[src/rtl/gpioc_pkg.sv]
// Shared types and constants of the GPIO controller: request codes, bus map,
// status word layout, interrupt type codes, controller states and the
// command and status structs between controller and datapath.
package gpioc_pkg;

	localparam logic [1:0] OP_READ  = 2'd0;
	localparam logic [1:0] OP_WRITE = 2'd1;
	localparam logic [1:0] OP_EVENT = 2'd2;

	localparam logic [11:0] OFS_SET     = 12'h000;
	localparam logic [11:0] OFS_CLR     = 12'h004;
	localparam logic [11:0] OFS_TOG     = 12'h008;
	localparam logic [11:0] OFS_INBANK  = 12'h010;
	localparam logic [11:0] OFS_OUTBANK = 12'h020;
	localparam logic [11:0] OFS_SELECT  = 12'h030;
	localparam logic [11:0] OFS_STATUS  = 12'h034;
	localparam logic [11:0] OFS_DIR     = 12'h038;
	localparam logic [11:0] OFS_INT     = 12'h03C;
	localparam logic [11:0] OFS_ACK     = 12'h040;

	// Status word and write data field positions
	localparam int ST_DIR_LSB  = 24;
	localparam int ST_TYPE_LSB = 17;
	localparam int ST_EN_BIT   = 16;
	localparam int ST_IN_BIT   = 12;
	localparam int ST_OUT_BIT  = 8;

	localparam logic [2:0] IRQ_TYPE_LOW  = 3'd0;
	localparam logic [2:0] IRQ_TYPE_HIGH = 3'd4;
	localparam int IRQ_FALL_BIT = 0;
	localparam int IRQ_RISE_BIT = 1;

	localparam int BUS_W = 32;

	typedef enum logic [1:0] {
		ST_IDLE,
		ST_APPLY,
		ST_EVAL
	} ctrl_state_t;

	typedef struct packed {
		logic load;
		logic apply;
		logic eval;
		logic finish;
	} dp_cmd_t;

	typedef struct packed {
		logic need_eval;
	} dp_status_t;

endpackage

[src/rtl/gpioc_ctrl.sv]
// Controller state machine of the GPIO controller.
// Sequences capture, register access and interrupt evaluation; uses gpioc_pkg.
module gpioc_ctrl
	import gpioc_pkg::*;
(
	input  logic       clk,
	input  logic       arst_n,
	input  logic       start,
	output logic       busy,
	input  dp_status_t status,
	output dp_cmd_t    cmd
);

	ctrl_state_t state_q, state_next;

	always_ff @(posedge clk or negedge arst_n) begin
		if (!arst_n) begin
			state_q <= ST_IDLE;
		end else begin
			state_q <= state_next;
		end
	end

	always_comb begin
		state_next = state_q;
		cmd = '0;
		busy = 1'b1;
		case (state_q)
			ST_IDLE: begin
				busy = 1'b0;
				if (start) begin
					cmd.load = 1'b1;
					state_next = ST_APPLY;
				end
			end
			ST_APPLY: begin
				cmd.apply = 1'b1;
				if (status.need_eval) begin
					state_next = ST_EVAL;
				end else begin
					cmd.finish = 1'b1;
					state_next = ST_IDLE;
				end
			end
			ST_EVAL: begin
				cmd.eval = 1'b1;
				cmd.finish = 1'b1;
				state_next = ST_IDLE;
			end
			default: begin
				state_next = ST_IDLE;
			end
		endcase
	end

endmodule

[src/rtl/gpioc_datapath.sv]
// Datapath of the GPIO controller: request registers, per-pin state, register
// access and the parallel loopback and interrupt evaluation; uses gpioc_pkg.
module gpioc_datapath
	import gpioc_pkg::*;
#(
	parameter int N_PINS = 32
) (
	input  logic              clk,
	input  logic              arst_n,
	input  dp_cmd_t           cmd,
	output dp_status_t        status,
	input  logic [1:0]        op,
	input  logic [11:0]       bus_offset,
	input  logic [BUS_W-1:0]  write_data,
	input  logic [5:0]        pin_index,
	input  logic              pin_level,
	output logic              done,
	output logic [BUS_W-1:0]  read_data,
	output logic [BUS_W-1:0]  irq_pulses,
	output logic              bad_offset
);

	localparam int NB = (N_PINS < BUS_W) ? N_PINS : BUS_W;
	localparam logic [N_PINS-1:0] LANE_ONE = (N_PINS)'(1);

	// request registers
	logic [1:0]       op_q;
	logic [11:0]      ofs_q;
	logic [BUS_W-1:0] data_q;
	logic [5:0]       pidx_q;
	logic             plev_q;

	// per-pin and block state
	logic [5:0]        sel_q;
	logic [1:0]        dir_q [N_PINS];
	logic [2:0]        itype_q [N_PINS];
	logic [N_PINS-1:0] en_q;
	logic [N_PINS-1:0] out_q;
	logic [N_PINS-1:0] in_q;
	logic [N_PINS-1:0] blk_q;

	logic             done_q;
	logic [BUS_W-1:0] rd_q;
	logic [BUS_W-1:0] irq_q;
	logic             bad_q;

	logic is_read, is_write, is_event;
	logic read_ok, write_ok, pre_eval;
	logic [5:0] wsel;
	logic [BUS_W-1:0] rd_next;

	logic [N_PINS-1:0] loop_m, new_v, lvl_old, lvl_new, before_m;
	logic [N_PINS-1:0] fire_lvl, edge_hit, lowm;
	logic              any_loop;
	logic [BUS_W-1:0]  irq_next;

	assign is_read  = (op_q == OP_READ);
	assign is_write = (op_q == OP_WRITE);
	assign is_event = (op_q == OP_EVENT);
	assign wsel     = data_q[5:0];
	assign pre_eval = is_write && (ofs_q == OFS_INT || ofs_q == OFS_ACK);
	assign status.need_eval = is_write || is_event;

	always_comb begin
		read_ok = ofs_q inside {OFS_STATUS, OFS_OUTBANK, OFS_INBANK};
		case (ofs_q)
			OFS_SET, OFS_CLR, OFS_TOG, OFS_OUTBANK,
			OFS_SELECT, OFS_DIR, OFS_INT, OFS_ACK: write_ok = 1'b1;
			default: write_ok = 1'b0;
		endcase
	end

	// read data, from the state before the request
	always_comb begin
		rd_next = '0;
		case (ofs_q)
			OFS_STATUS: begin
				for (int i = 0; i < N_PINS; i++) begin
					if (sel_q == 6'(i)) begin
						rd_next[ST_DIR_LSB +: 2]  = dir_q[i];
						rd_next[ST_TYPE_LSB +: 3] = itype_q[i];
						rd_next[ST_EN_BIT]        = en_q[i];
						rd_next[ST_IN_BIT]        = in_q[i];
						rd_next[ST_OUT_BIT]       = out_q[i];
					end
				end
				rd_next[5:0] = sel_q;
			end
			OFS_OUTBANK: begin
				for (int i = 0; i < NB; i++) rd_next[i] = out_q[i];
			end
			OFS_INBANK: begin
				for (int i = 0; i < NB; i++) rd_next[i] = in_q[i];
			end
			default: rd_next = '0;
		endcase
	end

	// Loopback steps run in ascending pin order, each followed by a full
	// evaluation. A pin's level fires if its old level qualifies at an
	// evaluation before its own step, or its new level qualifies at all.
	always_comb begin
		loop_m = '0;
		new_v  = '0;
		for (int i = 0; i < N_PINS; i++) begin
			if (is_write) begin
				loop_m[i] = dir_q[i][0];
				new_v[i]  = out_q[i];
			end else if (is_event) begin
				loop_m[i] = (pidx_q == 6'(i));
				new_v[i]  = plev_q;
			end
		end
		any_loop = |loop_m;
		lowm = '0;
		for (int i = 0; i < N_PINS; i++) begin
			lowm = (LANE_ONE << i) - LANE_ONE;
			before_m[i] = pre_eval || (|(loop_m & lowm));
			lvl_old[i] = en_q[i] && !blk_q[i] &&
				((itype_q[i] == IRQ_TYPE_LOW && !in_q[i]) ||
				 (itype_q[i] == IRQ_TYPE_HIGH && in_q[i]));
			lvl_new[i] = en_q[i] && !blk_q[i] &&
				((itype_q[i] == IRQ_TYPE_LOW && !new_v[i]) ||
				 (itype_q[i] == IRQ_TYPE_HIGH && new_v[i]));
			if (loop_m[i]) begin
				fire_lvl[i] = (lvl_old[i] && before_m[i]) || lvl_new[i];
			end else begin
				fire_lvl[i] = lvl_old[i] && (pre_eval || any_loop);
			end
			edge_hit[i] = loop_m[i] && en_q[i] &&
				((itype_q[i][IRQ_FALL_BIT] && in_q[i] && !new_v[i]) ||
				 (itype_q[i][IRQ_RISE_BIT] && !in_q[i] && new_v[i]));
		end
		irq_next = '0;
		for (int i = 0; i < NB; i++) irq_next[i] = fire_lvl[i] || edge_hit[i];
	end

	always_ff @(posedge clk) begin
		if (cmd.load) begin
			op_q   <= op;
			ofs_q  <= bus_offset;
			data_q <= write_data;
			pidx_q <= pin_index;
			plev_q <= pin_level;
		end
	end

	always_ff @(posedge clk) begin
		if (cmd.apply) begin
			rd_q  <= is_read ? rd_next : '0;
			bad_q <= (is_read && !read_ok) || (is_write && !write_ok);
			irq_q <= '0;
		end else if (cmd.eval) begin
			irq_q <= irq_next;
		end
	end

	always_ff @(posedge clk or negedge arst_n) begin
		if (!arst_n) begin
			done_q <= 1'b0;
			sel_q  <= '0;
			en_q   <= '0;
			out_q  <= '0;
			in_q   <= '0;
			blk_q  <= '0;
			for (int i = 0; i < N_PINS; i++) begin
				dir_q[i]   <= '0;
				itype_q[i] <= '0;
			end
		end else begin
			done_q <= cmd.finish;
			if (cmd.apply && is_write) begin
				case (ofs_q)
					OFS_SELECT: sel_q <= wsel;
					OFS_DIR: begin
						sel_q <= wsel;
						for (int i = 0; i < N_PINS; i++)
							if (wsel == 6'(i)) dir_q[i] <= data_q[ST_DIR_LSB +: 2];
					end
					OFS_INT: begin
						sel_q <= wsel;
						for (int i = 0; i < N_PINS; i++) begin
							if (wsel == 6'(i)) begin
								itype_q[i] <= data_q[ST_TYPE_LSB +: 3];
								en_q[i]    <= data_q[ST_EN_BIT];
							end
						end
					end
					OFS_SET, OFS_CLR, OFS_TOG: begin
						sel_q <= wsel;
						for (int i = 0; i < N_PINS; i++) begin
							if (wsel == 6'(i)) begin
								if (ofs_q == OFS_SET) out_q[i] <= 1'b1;
								else if (ofs_q == OFS_CLR) out_q[i] <= 1'b0;
								else out_q[i] <= !out_q[i];
							end
						end
					end
					OFS_OUTBANK: begin
						for (int i = 0; i < NB; i++) out_q[i] <= data_q[i];
					end
					OFS_ACK: begin
						for (int i = 0; i < N_PINS; i++)
							if (data_q[7:0] == 8'(i)) blk_q[i] <= 1'b0;
					end
					default: ;
				endcase
			end else if (cmd.eval) begin
				for (int i = 0; i < N_PINS; i++) begin
					if (loop_m[i]) in_q[i] <= new_v[i];
				end
				blk_q <= blk_q | fire_lvl;
			end
		end
	end

	assign done       = done_q;
	assign read_data  = rd_q;
	assign irq_pulses = irq_q;
	assign bad_offset = bad_q;

endmodule

[src/rtl/gpio_controller_with_pin_interrupts.sv]
// Top level of the GPIO controller with per-pin interrupts.
// Joins gpioc_ctrl and gpioc_datapath; uses gpioc_pkg.
//
// Channel   Direction  Handshake            Payload
// request   in         start & !busy        op, bus_offset, write_data, pin_index, pin_level
// result    out        done (one cycle)     read_data, irq_pulses, bad_offset
//
// A read captures the request and then does the register access before its done strobe;
// a write or pin event captures, does the register access, and then the loopback
// and interrupt evaluation over all pins at once in the datapath.
// busy is high from acceptance until the cycle of done; a new request may be
// accepted in the cycle that done is shown. The receiver cannot stall.
// Reset clears the pin select and every pin's state.
module gpio_controller_with_pin_interrupts
	import gpioc_pkg::*;
#(
	parameter int N_PINS = 32
) (
	input  logic             clk,
	input  logic             arst_n,
	input  logic             start,
	output logic             busy,
	input  logic [1:0]       op,
	input  logic [11:0]      bus_offset,
	input  logic [BUS_W-1:0] write_data,
	input  logic [5:0]       pin_index,
	input  logic             pin_level,
	output logic             done,
	output logic [BUS_W-1:0] read_data,
	output logic [BUS_W-1:0] irq_pulses,
	output logic             bad_offset
);

	dp_cmd_t    cmd;
	dp_status_t status;

	gpioc_ctrl u_ctrl (
		.clk    (clk),
		.arst_n (arst_n),
		.start  (start),
		.busy   (busy),
		.status (status),
		.cmd    (cmd)
	);

	gpioc_datapath #(
		.N_PINS (N_PINS)
	) u_datapath (
		.clk        (clk),
		.arst_n     (arst_n),
		.cmd        (cmd),
		.status     (status),
		.op         (op),
		.bus_offset (bus_offset),
		.write_data (write_data),
		.pin_index  (pin_index),
		.pin_level  (pin_level),
		.done       (done),
		.read_data  (read_data),
		.irq_pulses (irq_pulses),
		.bad_offset (bad_offset)
	);

endmodule

[config.mk]
export PLATFORM = sky130hd
export DESIGN_NAME = gpio_controller_with_pin_interrupts
export DESIGN_NICKNAME = d
export VERILOG_FILES = /design/src/rtl/gpioc_pkg.sv /design/src/rtl/gpioc_ctrl.sv /design/src/rtl/gpioc_datapath.sv /design/src/rtl/gpio_controller_with_pin_interrupts.sv
export SDC_FILE = /design/constraint.sdc
export NUM_CORES = 1
export LEC_CHECK = 0
export BUFFER_PORTS_ARGS = -buffer_cell sky130_fd_sc_hd__buf_2
export CORE_ASPECT_RATIO = 1.25
export CORE_MARGIN = 10
export CORE_UTILIZATION = 35
export DETAILED_ROUTE_END_ITERATION = 7
export GPL_TIMING_DRIVEN = 1
export PLACE_DENSITY = 0.57
export SYNTH_ARGS = -nofsm -noshare
export SYNTH_HDL_FRONTEND = slang
export SYNTH_SLANG_ARGS = --single-unit
[constraint.sdc]
create_clock -name clk -period 5.2 [get_ports clk]
set_input_delay 1.04 -clock clk [delete_from_list [all_inputs] [get_ports clk]]
set_output_delay 1.04 -clock clk [all_outputs]
set_load 0.05 [all_outputs]
## Word level (Yosys, flattened, before mapping)

Index checks and enable logic that the tools add are counted.

- Output and inout bits: 67
- Input bits: 56
- Flip-flop bits (word level): 415

- Reductions and logical operators: 1046
- Bitwise operators: 2
- Equality and inequality tests: 235
- Muxes and demuxes: 410

Operator list:

| operator | number |
|---|---|
| $logic_and 1x1->1 | 484 |
| $reduce_and 3->1 | 160 |
| $mux 1 | 328 |
| $eq 6x5->1 const B | 48 |
| $logic_or 1x1->1 | 195 |
| $eq 6x4->1 const B | 24 |
| $logic_not 1->1 | 130 |
| $eq 8x5->1 const B | 16 |
| $mux 4 | 32 |
| $eq 3x3->1 const B | 32 |
| $logic_not 3->1 | 32 |
| $mux 32 | 3 |
| $eq 6x3->1 const B | 12 |
| $mux 2 | 34 |
| $ne 2x1->1 const B | 33 |
| $ne 2x2->1 const B | 33 |
| $eq 8x4->1 const B | 8 |
| $pmux 32 s2 | 1 |
| $eq 12x6->1 const B | 5 |
| $eq 6x2->1 const B | 6 |
| $eq 8x3->1 const B | 4 |
| $or 32x32->32 | 1 |
| $reduce_or 32->1 | 1 |
| $reduce_or 31->1 | 1 |
| 55 further kinds | 70 |

## Logic depth before layout (Yosys ltp)

- Depth in word-level cells: 34
- Gate-level depth with buffers: 15
- Mapped depth without buffers: 10

## Modules after synthesis

From an unflattened synthesis, not the netlist that was laid out.

- Cells, all modules: 2376
- Area total of the unflattened synthesis: 23342.4 sq um

By module, submodules not included:

| module | area an instance (sq um) | seq. area each (sq um) | instances | cells each |
|---|---|---|---|---|
| gpioc_datapath | 23154.7 | 10605.2 | 1 | 2359 |
| gpioc_ctrl | 187.7 | 50.0 | 1 | 17 |

## Worst setup path after synthesis

Ideal clock, no wire load.

- Path kind: flip-flop to flip-flop
- From: register u_ctrl.state_q[1]
- To: register u_datapath.en_q[20]
- Period minus slack after synthesis: 3.144 ns
- Cell stages (with the launch flop): 10
- Setup slack: 2.056 ns
- Setup time: 0.125 ns
- Arrival: 3.019 ns
- Cell sequence: dfrtp_1 > inv_1 > ha_1 > nand2_1 > nor2_1 > nand2_1 > nor3_1 > clkbuf_1 > nand2_1 > mux2_2

- Word-level cells in the longest chain between the ends: 4

Ends and longest elaborated chain:

| item | line | RTL |
|---|---|---|
| from (decl) | gpioc_ctrl.sv:14 | `ctrl_state_t state_q, state_next;` |
| from (signal assigned) | gpioc_ctrl.sv:20 | `state_q <= state_next;` |
| $eq 2x1->1 | gpioc_ctrl.sv:28 | `case (state_q)` |
| $mux 1 | gpioc_ctrl.sv:28 |  |
| $logic_and 1x1->1 | gpioc_datapath.sv:172 | `if (cmd.apply && is_write) begin` |
| $reduce_and 3->1 (no source line) | n/a |  |
| to (signal, indexed assignment) | gpioc_datapath.sv:185 | `en_q[i] <= data_q[ST_EN_BIT];` |
| to (decl) | gpioc_datapath.sv:37 | `logic [N_PINS-1:0] en_q;` |

No other way between the ends.
A chain may end at the register's enable or synchronous reset.

## Final worst setup path

- From: register u_datapath.op_q[1]
- To: register u_datapath.blk_q[16]

- Word-level cells in the longest chain between the ends: 12
- Elaborated cells between the ends (all ways): 90
- Classes of those cells: 4 x eq/ne; 69 x mux; 1 x bitwise; 16 x reduce/logical

Ends and longest elaborated chain:

| item | line | RTL |
|---|---|---|
| from (decl) | gpioc_datapath.sv:27 | `logic [1:0] op_q;` |
| from (signal assigned) | gpioc_datapath.sv:140 | `op_q <= op;` |
| branches (longest 12 deep; another with $or 32x32->32) | n/a |  |
| to (signal assigned) | gpioc_datapath.sv:212 | `blk_q <= blk_q \| fire_lvl;` |
| to (decl) | gpioc_datapath.sv:40 | `logic [N_PINS-1:0] blk_q;` |

Several ways; the timed one is not identified. The select of a mux whose other input is x is not followed.

==> flow_summary.html <==
<table>
<tr><th>Metric</th><th>Value</th></tr>
<tr><th colspan="2">Global routing</th></tr>
<tr><td>Overall track demand over capacity in global routing</td><td>27.8%</td></tr>
<tr><td>Number of antenna violations at the first check in global routing</td><td>7</td></tr>
<tr><td>Pin count of the biggest net entering global routing</td><td>97</td></tr>
<tr><td>Number of global-route vias before repair</td><td>21200</td></tr>
<tr><td>First-pass GRT wire length</td><td>157 mm</td></tr>
<tr><td>Remaining global-route overflow</td><td>0</td></tr>
<tr><th colspan="2">Floorplan</th></tr>
<tr><td>DIE WIDTH</td><td>251 um</td></tr>
<tr><td>Die height</td><td>309 um</td></tr>
<tr><td>Number of placement rows</td><td>105</td></tr>
<tr><td>Area enclosed by the die boundary</td><td>77500 um^2</td></tr>
<tr><td>Initial core utilization</td><td>35.5%</td></tr>
<tr><td>Area of the placeable core</td><td>65800 um^2</td></tr>
<tr><td>Number of primary I/O pins</td><td>123</td></tr>
<tr><th colspan="2">Timing</th></tr>
<tr><td>Setup-violating endpoint count in the final report</td><td>0</td></tr>
<tr><td>Final worst setup slack</td><td>952 ps</td></tr>
<tr><td>Total negative slack for setup checks</td><td>0 ps</td></tr>
<tr><td>Max-slew violation count</td><td>0</td></tr>
<tr><td>Slew headroom</td><td>4.11%</td></tr>
<tr><td>Final clock period utilization by the worst path</td><td>81.7%</td></tr>
<tr><td>Final hold vios</td><td>0</td></tr>
<tr><td>Worst-case clock skew</td><td>32.6 ps</td></tr>
<tr><td>RSZ-0062 raised after global routing</td><td>no</td></tr>
<tr><td>Top achievable clock speed</td><td>0.235 GHz</td></tr>
<tr><td>Worst hold slack across all endpoints</td><td>485 ps</td></tr>
<tr><td>Worst Max-Slew Pin Slew</td><td>1430 ps</td></tr>
<tr><td>Minimum clock period</td><td>4250 ps</td></tr>
<tr><th colspan="2">Final layout</th></tr>
<tr><td>Share of final-layout standard cells stronger than drive strength 1</td><td>23.3%</td></tr>
<tr><td>Most common cell after layout, fill and taps aside</td><td>sky130_fd_sc_hd__dfrtp_1</td></tr>
<tr><td>Number of inserted filler cells in the final layout</td><td>6418</td></tr>
<tr><td>Final non-filler cell total</td><td>3339</td></tr>
<tr><td>Area growth from synthesis to layout</td><td>14.7%</td></tr>
<tr><td>Commonest cells after routing, fill and taps aside</td><td>sky130_fd_sc_hd__dfrtp_1 (295), sky130_fd_sc_hd__mux2_2 (239), sky130_fd_sc_hd__nand2_1 (235)</td></tr>
<tr><td>Nets</td><td>2507</td></tr>
<tr><th colspan="2">Clock network</th></tr>
<tr><td>Post-cts sizing count</td><td>0</td></tr>
<tr><td>Setup repair bufs after CTS</td><td>0</td></tr>
<tr><td>TritonCTS clock tree</td><td>built</td></tr>
<tr><td>Largest buffer count on any clock path</td><td>3</td></tr>
<tr><td>Clock network latency to the later pin of the worst-skew pair</td><td>620 ps</td></tr>
<tr><td>Num Clock Sinks</td><td>415</td></tr>
<tr><td>Number of buffers inserted during clock tree synthesis</td><td>48</td></tr>
<tr><td>Library cell used as clock root buffer</td><td>sky130_fd_sc_hd__clkbuf_16</td></tr>
<tr><td>H-tree levels</td><td>2</td></tr>
<tr><td>Clock transition time at the flip-flop clock pins of the worst setup and hold paths</td><td>70 ps</td></tr>
<tr><td>Cts-stage hold buffer count</td><td>0</td></tr>
<tr><th colspan="2">Setup path</th></tr>
<tr><td>Worst-path cell with the longest stage delay</td><td>sky130_fd_sc_hd__nor4b_4</td></tr>
<tr><td>Startpoint of the worst register-to-register path</td><td>u_datapath.op_q[1]</td></tr>
<tr><td>Largest fanout on the critical path</td><td>22</td></tr>
<tr><td>Worst setup SP type</td><td>flop</td></tr>
<tr><td>List of cells traversed by the critical path</td><td>inv_1 &gt; ha_2 &gt; nor4bb_1 &gt; buf_4 &gt; a41oi_1 &gt; nand4_1 &gt; nor3_1 &gt; nor4b_4 &gt; buf_12 &gt; nor3_1 &gt; a31o_1 &gt; a32o_1</td></tr>
<tr><td>Family of cells with the greatest summed delay on the critical path</td><td>simple AND/OR/NAND/NOR gates</td></tr>
<tr><td>WP data arrival</td><td>4730 ps</td></tr>
<tr><td>Count of buffer and inverter cells on the critical path</td><td>3</td></tr>
<tr><td>Endpoint class of the critical path</td><td>flop</td></tr>
<tr><td>Worst Path Required</td><td>5680 ps</td></tr>
<tr><td>Peak per-stage delay on the critical path</td><td>670 ps</td></tr>
<tr><td>Most frequent CP cell</td><td>sky130_fd_sc_hd__nor3_1</td></tr>
<tr><td>Worst setup startpoint</td><td>u_datapath.op_q[1]</td></tr>
<tr><td>Startpoint-to-endpoint class of the critical path</td><td>reg2reg</td></tr>
<tr><th colspan="2">Drt</th></tr>
<tr><td>Total detailed-routing wirelength</td><td>111 mm</td></tr>
<tr><td>First-pass detailed-route iteration total</td><td>7</td></tr>
<tr><td>Count of nets left with antenna violations after detail routing</td><td>0</td></tr>
<tr><td>Top Metal Used</td><td>met5</td></tr>
<tr><td>DR vias/cell</td><td>6.43</td></tr>
<tr><td>Sum of routed wire segments on met1</td><td>39.8 mm</td></tr>
<tr><td>Routed wl met3</td><td>8.69 mm</td></tr>
<tr><td>Initial DRC Count</td><td>2784</td></tr>
<tr><td>Per-cell routed wire length</td><td>33.2 um</td></tr>
<tr><td>Residual DRC count</td><td>0</td></tr>
<tr><td>Vias after detailed routing</td><td>21500</td></tr>
<tr><td>Met2 routed wirelength</td><td>52.2 mm</td></tr>
<tr><th colspan="2">Outcome</th></tr>
<tr><td>Status</td><td>finished, final reports clean</td></tr>
<tr><th colspan="2">Logic synthesis</th></tr>
<tr><td>Share of async-settable or async-resettable flops after synthesis</td><td>71.6%</td></tr>
<tr><td>Unique cell type count in the Yosys netlist</td><td>86</td></tr>
<tr><td>Post-synth EDFFs</td><td>86</td></tr>
<tr><td>Gate count of the mapped netlist</td><td>2364</td></tr>
<tr><td>Most frequently used flop master after synthesis</td><td>sky130_fd_sc_hd__dfrtp_1</td></tr>
<tr><td>Nets in the synthesized netlist</td><td>2427</td></tr>
<tr><td>Number of flip-flops and latches in the synthesized netlist</td><td>415</td></tr>
<tr><td>Sequential element share of the synthesized area</td><td>45.7%</td></tr>
<tr><td>Synth Warn #</td><td>0</td></tr>
<tr><td>Netlist area before placement</td><td>23300 um^2</td></tr>
<tr><td>Average cell area after synthesis</td><td>9.87 um^2</td></tr>
<tr><th colspan="2">Power and ir drop</th></tr>
<tr><td>Peak supply drop</td><td>0.468 mV</td></tr>
<tr><td>Pwr per Cell Area</td><td>369 nW/um^2</td></tr>
<tr><td>Leakage dissipation</td><td>10.7 nW</td></tr>
<tr><th colspan="2">Min path</th></tr>
<tr><td>Worst Min Path Start</td><td>u_datapath.irq_pulses[29]</td></tr>
<tr><td>Hold WC Path Type</td><td>reg2reg</td></tr>
<tr><th colspan="2">Placed design</th></tr>
<tr><td>Final Wtd Congestion</td><td>1.02</td></tr>
<tr><td>Count of buffers inserted at the top-level ports</td><td>122</td></tr>
<tr><td>Placed insts</td><td>3250</td></tr>
<tr><td>Total half-perimeter wirelength after legalization and detailed placement</td><td>80.3 mm</td></tr>
<tr><td>Pre-CTS setup slack</td><td>1060 ps</td></tr>
<tr><th colspan="2">Run</th></tr>
<tr><td>Max-cap check violation count</td><td>0</td></tr>
</table>
-- synthesized netlist by cell type, types with 14 or more instances --
cell type                  count  share of area [%]
sky130_fd_sc_hd__dfrtp_1     297                 32
sky130_fd_sc_hd__mux2_2      239                 12
sky130_fd_sc_hd__nand2_1     236                3.8
sky130_fd_sc_hd__o21ai_0     169                3.6
sky130_fd_sc_hd__nor2_1      141                2.3
sky130_fd_sc_hd__clkbuf_1    136                2.2
sky130_fd_sc_hd__a21oi_1      96                2.1
sky130_fd_sc_hd__edfxtp_1     86                 11
sky130_fd_sc_hd__nand3_1      81                1.7
sky130_fd_sc_hd__inv_1        55               0.88
sky130_fd_sc_hd__a22oi_1      46                1.5
sky130_fd_sc_hd__nor2b_1      43                1.2
sky130_fd_sc_hd__nor3_1       43               0.92
sky130_fd_sc_hd__o211ai_1     43                1.4
sky130_fd_sc_hd__o31ai_1      38                1.2
sky130_fd_sc_hd__o22ai_1      36               0.97
sky130_fd_sc_hd__a22o_1       34                1.3
sky130_fd_sc_hd__dfxtp_1      32                2.7
sky130_fd_sc_hd__a31oi_1      31               0.83
sky130_fd_sc_hd__nor4b_1      30                1.1
sky130_fd_sc_hd__xor2_1       26               0.98
sky130_fd_sc_hd__mux2i_1      25                1.1
sky130_fd_sc_hd__nand3b_1     24               0.77
sky130_fd_sc_hd__o221ai_1     24               0.90
sky130_fd_sc_hd__a311oi_1     20               0.75
sky130_fd_sc_hd__o21a_1       19               0.61
sky130_fd_sc_hd__xnor2_1      18               0.68
sky130_fd_sc_hd__and2_1       17               0.46
sky130_fd_sc_hd__buf_1        17               0.27
sky130_fd_sc_hd__nand2b_1     17               0.46
sky130_fd_sc_hd__a221oi_1     16               0.60
sky130_fd_sc_hd__nand4_1      16               0.43
sky130_fd_sc_hd__a211oi_1     14               0.45
-- routing by layer --
layer	GRT usage, %	vias to the layer above
li1	-	9067
met5	0	-
met3	5.95	395
met4	21.8	8
met1	31.1	10800
met2	45.6	1194
-- sequential cells by signal (all words and copies together) (netlist names) --
signal	flops
u_datapath.itype_q	96
u_datapath.in_q	32
u_datapath.data_q	32
u_datapath.sel_q	6
u_datapath.pidx_q	6
u_ctrl.state_q	2
u_datapath.blk_q	32
u_datapath.dir_q	64
u_datapath.done	1
u_datapath.bad_offset	1
u_datapath.out_q	32
u_datapath.en_q	32
u_datapath.ofs_q	12
u_datapath.op_q	2
u_datapath.plev_q	1
u_datapath.irq_pulses	32
u_datapath.read_data	32
-- per-stage QoR --
stage	util (%)	power, mW	cell area [um^2]
4_1_cts	40.7	9.92	26800
6_report	40.7	9.88	26800
3_5_place_dp	38.1	6.26	25100
2_1_floorplan	-	5.20	23300
3_3_place_gp	38.1	6.23	25100
5_1_grt	40.7	10.2	26800
-- power by group --
group	internal, mW	switching [mW]
Combinational	0.464	1.90
Sequential	3.64	0.222
Clock	2.15	1.51
-- layout make-up --
class                           count  area [um^2]  area share (%)
Multi-Input combinational cell   1726        11900            44.6
Sequential cell                   415        10700            39.8
Clock buffer                       63         1360            5.08
Timing Repair Buffer              197         1210            4.51
Tap cell                          856         1070            4.00
Clock inverter                     25          315            1.18
Inverter                           56          210           0.785
Antenna cell                        1         2.50         0.00935
-- worst reg2reg max path, stage by stage, from the launching register on --
cell	delay [ps]
sky130_fd_sc_hd__edfxtp_1	400
sky130_fd_sc_hd__inv_1	110
sky130_fd_sc_hd__ha_2	490
sky130_fd_sc_hd__nor4bb_1	110
sky130_fd_sc_hd__buf_4	190
sky130_fd_sc_hd__a41oi_1	450
sky130_fd_sc_hd__nand4_1	300
sky130_fd_sc_hd__nor3_1	590
sky130_fd_sc_hd__nor4b_4	670
sky130_fd_sc_hd__buf_12	260
sky130_fd_sc_hd__nor3_1	90
sky130_fd_sc_hd__a31o_1	210
sky130_fd_sc_hd__a32o_1	250
-- final timing paths --
check / endpoint / slack (ps) / cells after the start
worst max-delay path: u_datapath.blk_q[16] / 950 / 12
worst min-delay path: u_datapath.irq_pulses[29] / 490 / 2
worst max register to register: u_datapath.blk_q[16] / 950 / 12
worst min register to register: u_datapath.irq_pulses[29] / 490 / 2
max in group asynchronous: u_datapath.out_q[28] / 3560 / 2
min in group asynchronous: u_datapath.blk_q[26] / 500 / 1
-- kinds of logic (layout without fill, tap and decap cells) --
family	after synthesis	in the layout	share of synthesized area, %
AOI/OAI and AO/OA	671	671	19.4
xor gates and xnor gates	44	44	1.65
adders and majority gates	7	7	0.375
buffers and inverters	223	341	3.67
DFF	415	415	45.7
muxes	268	268	13.0
other	0	1	0
and+or+nand+nor	736	736	16.3
Note: power is estimated with default switching activity, not from simulation.
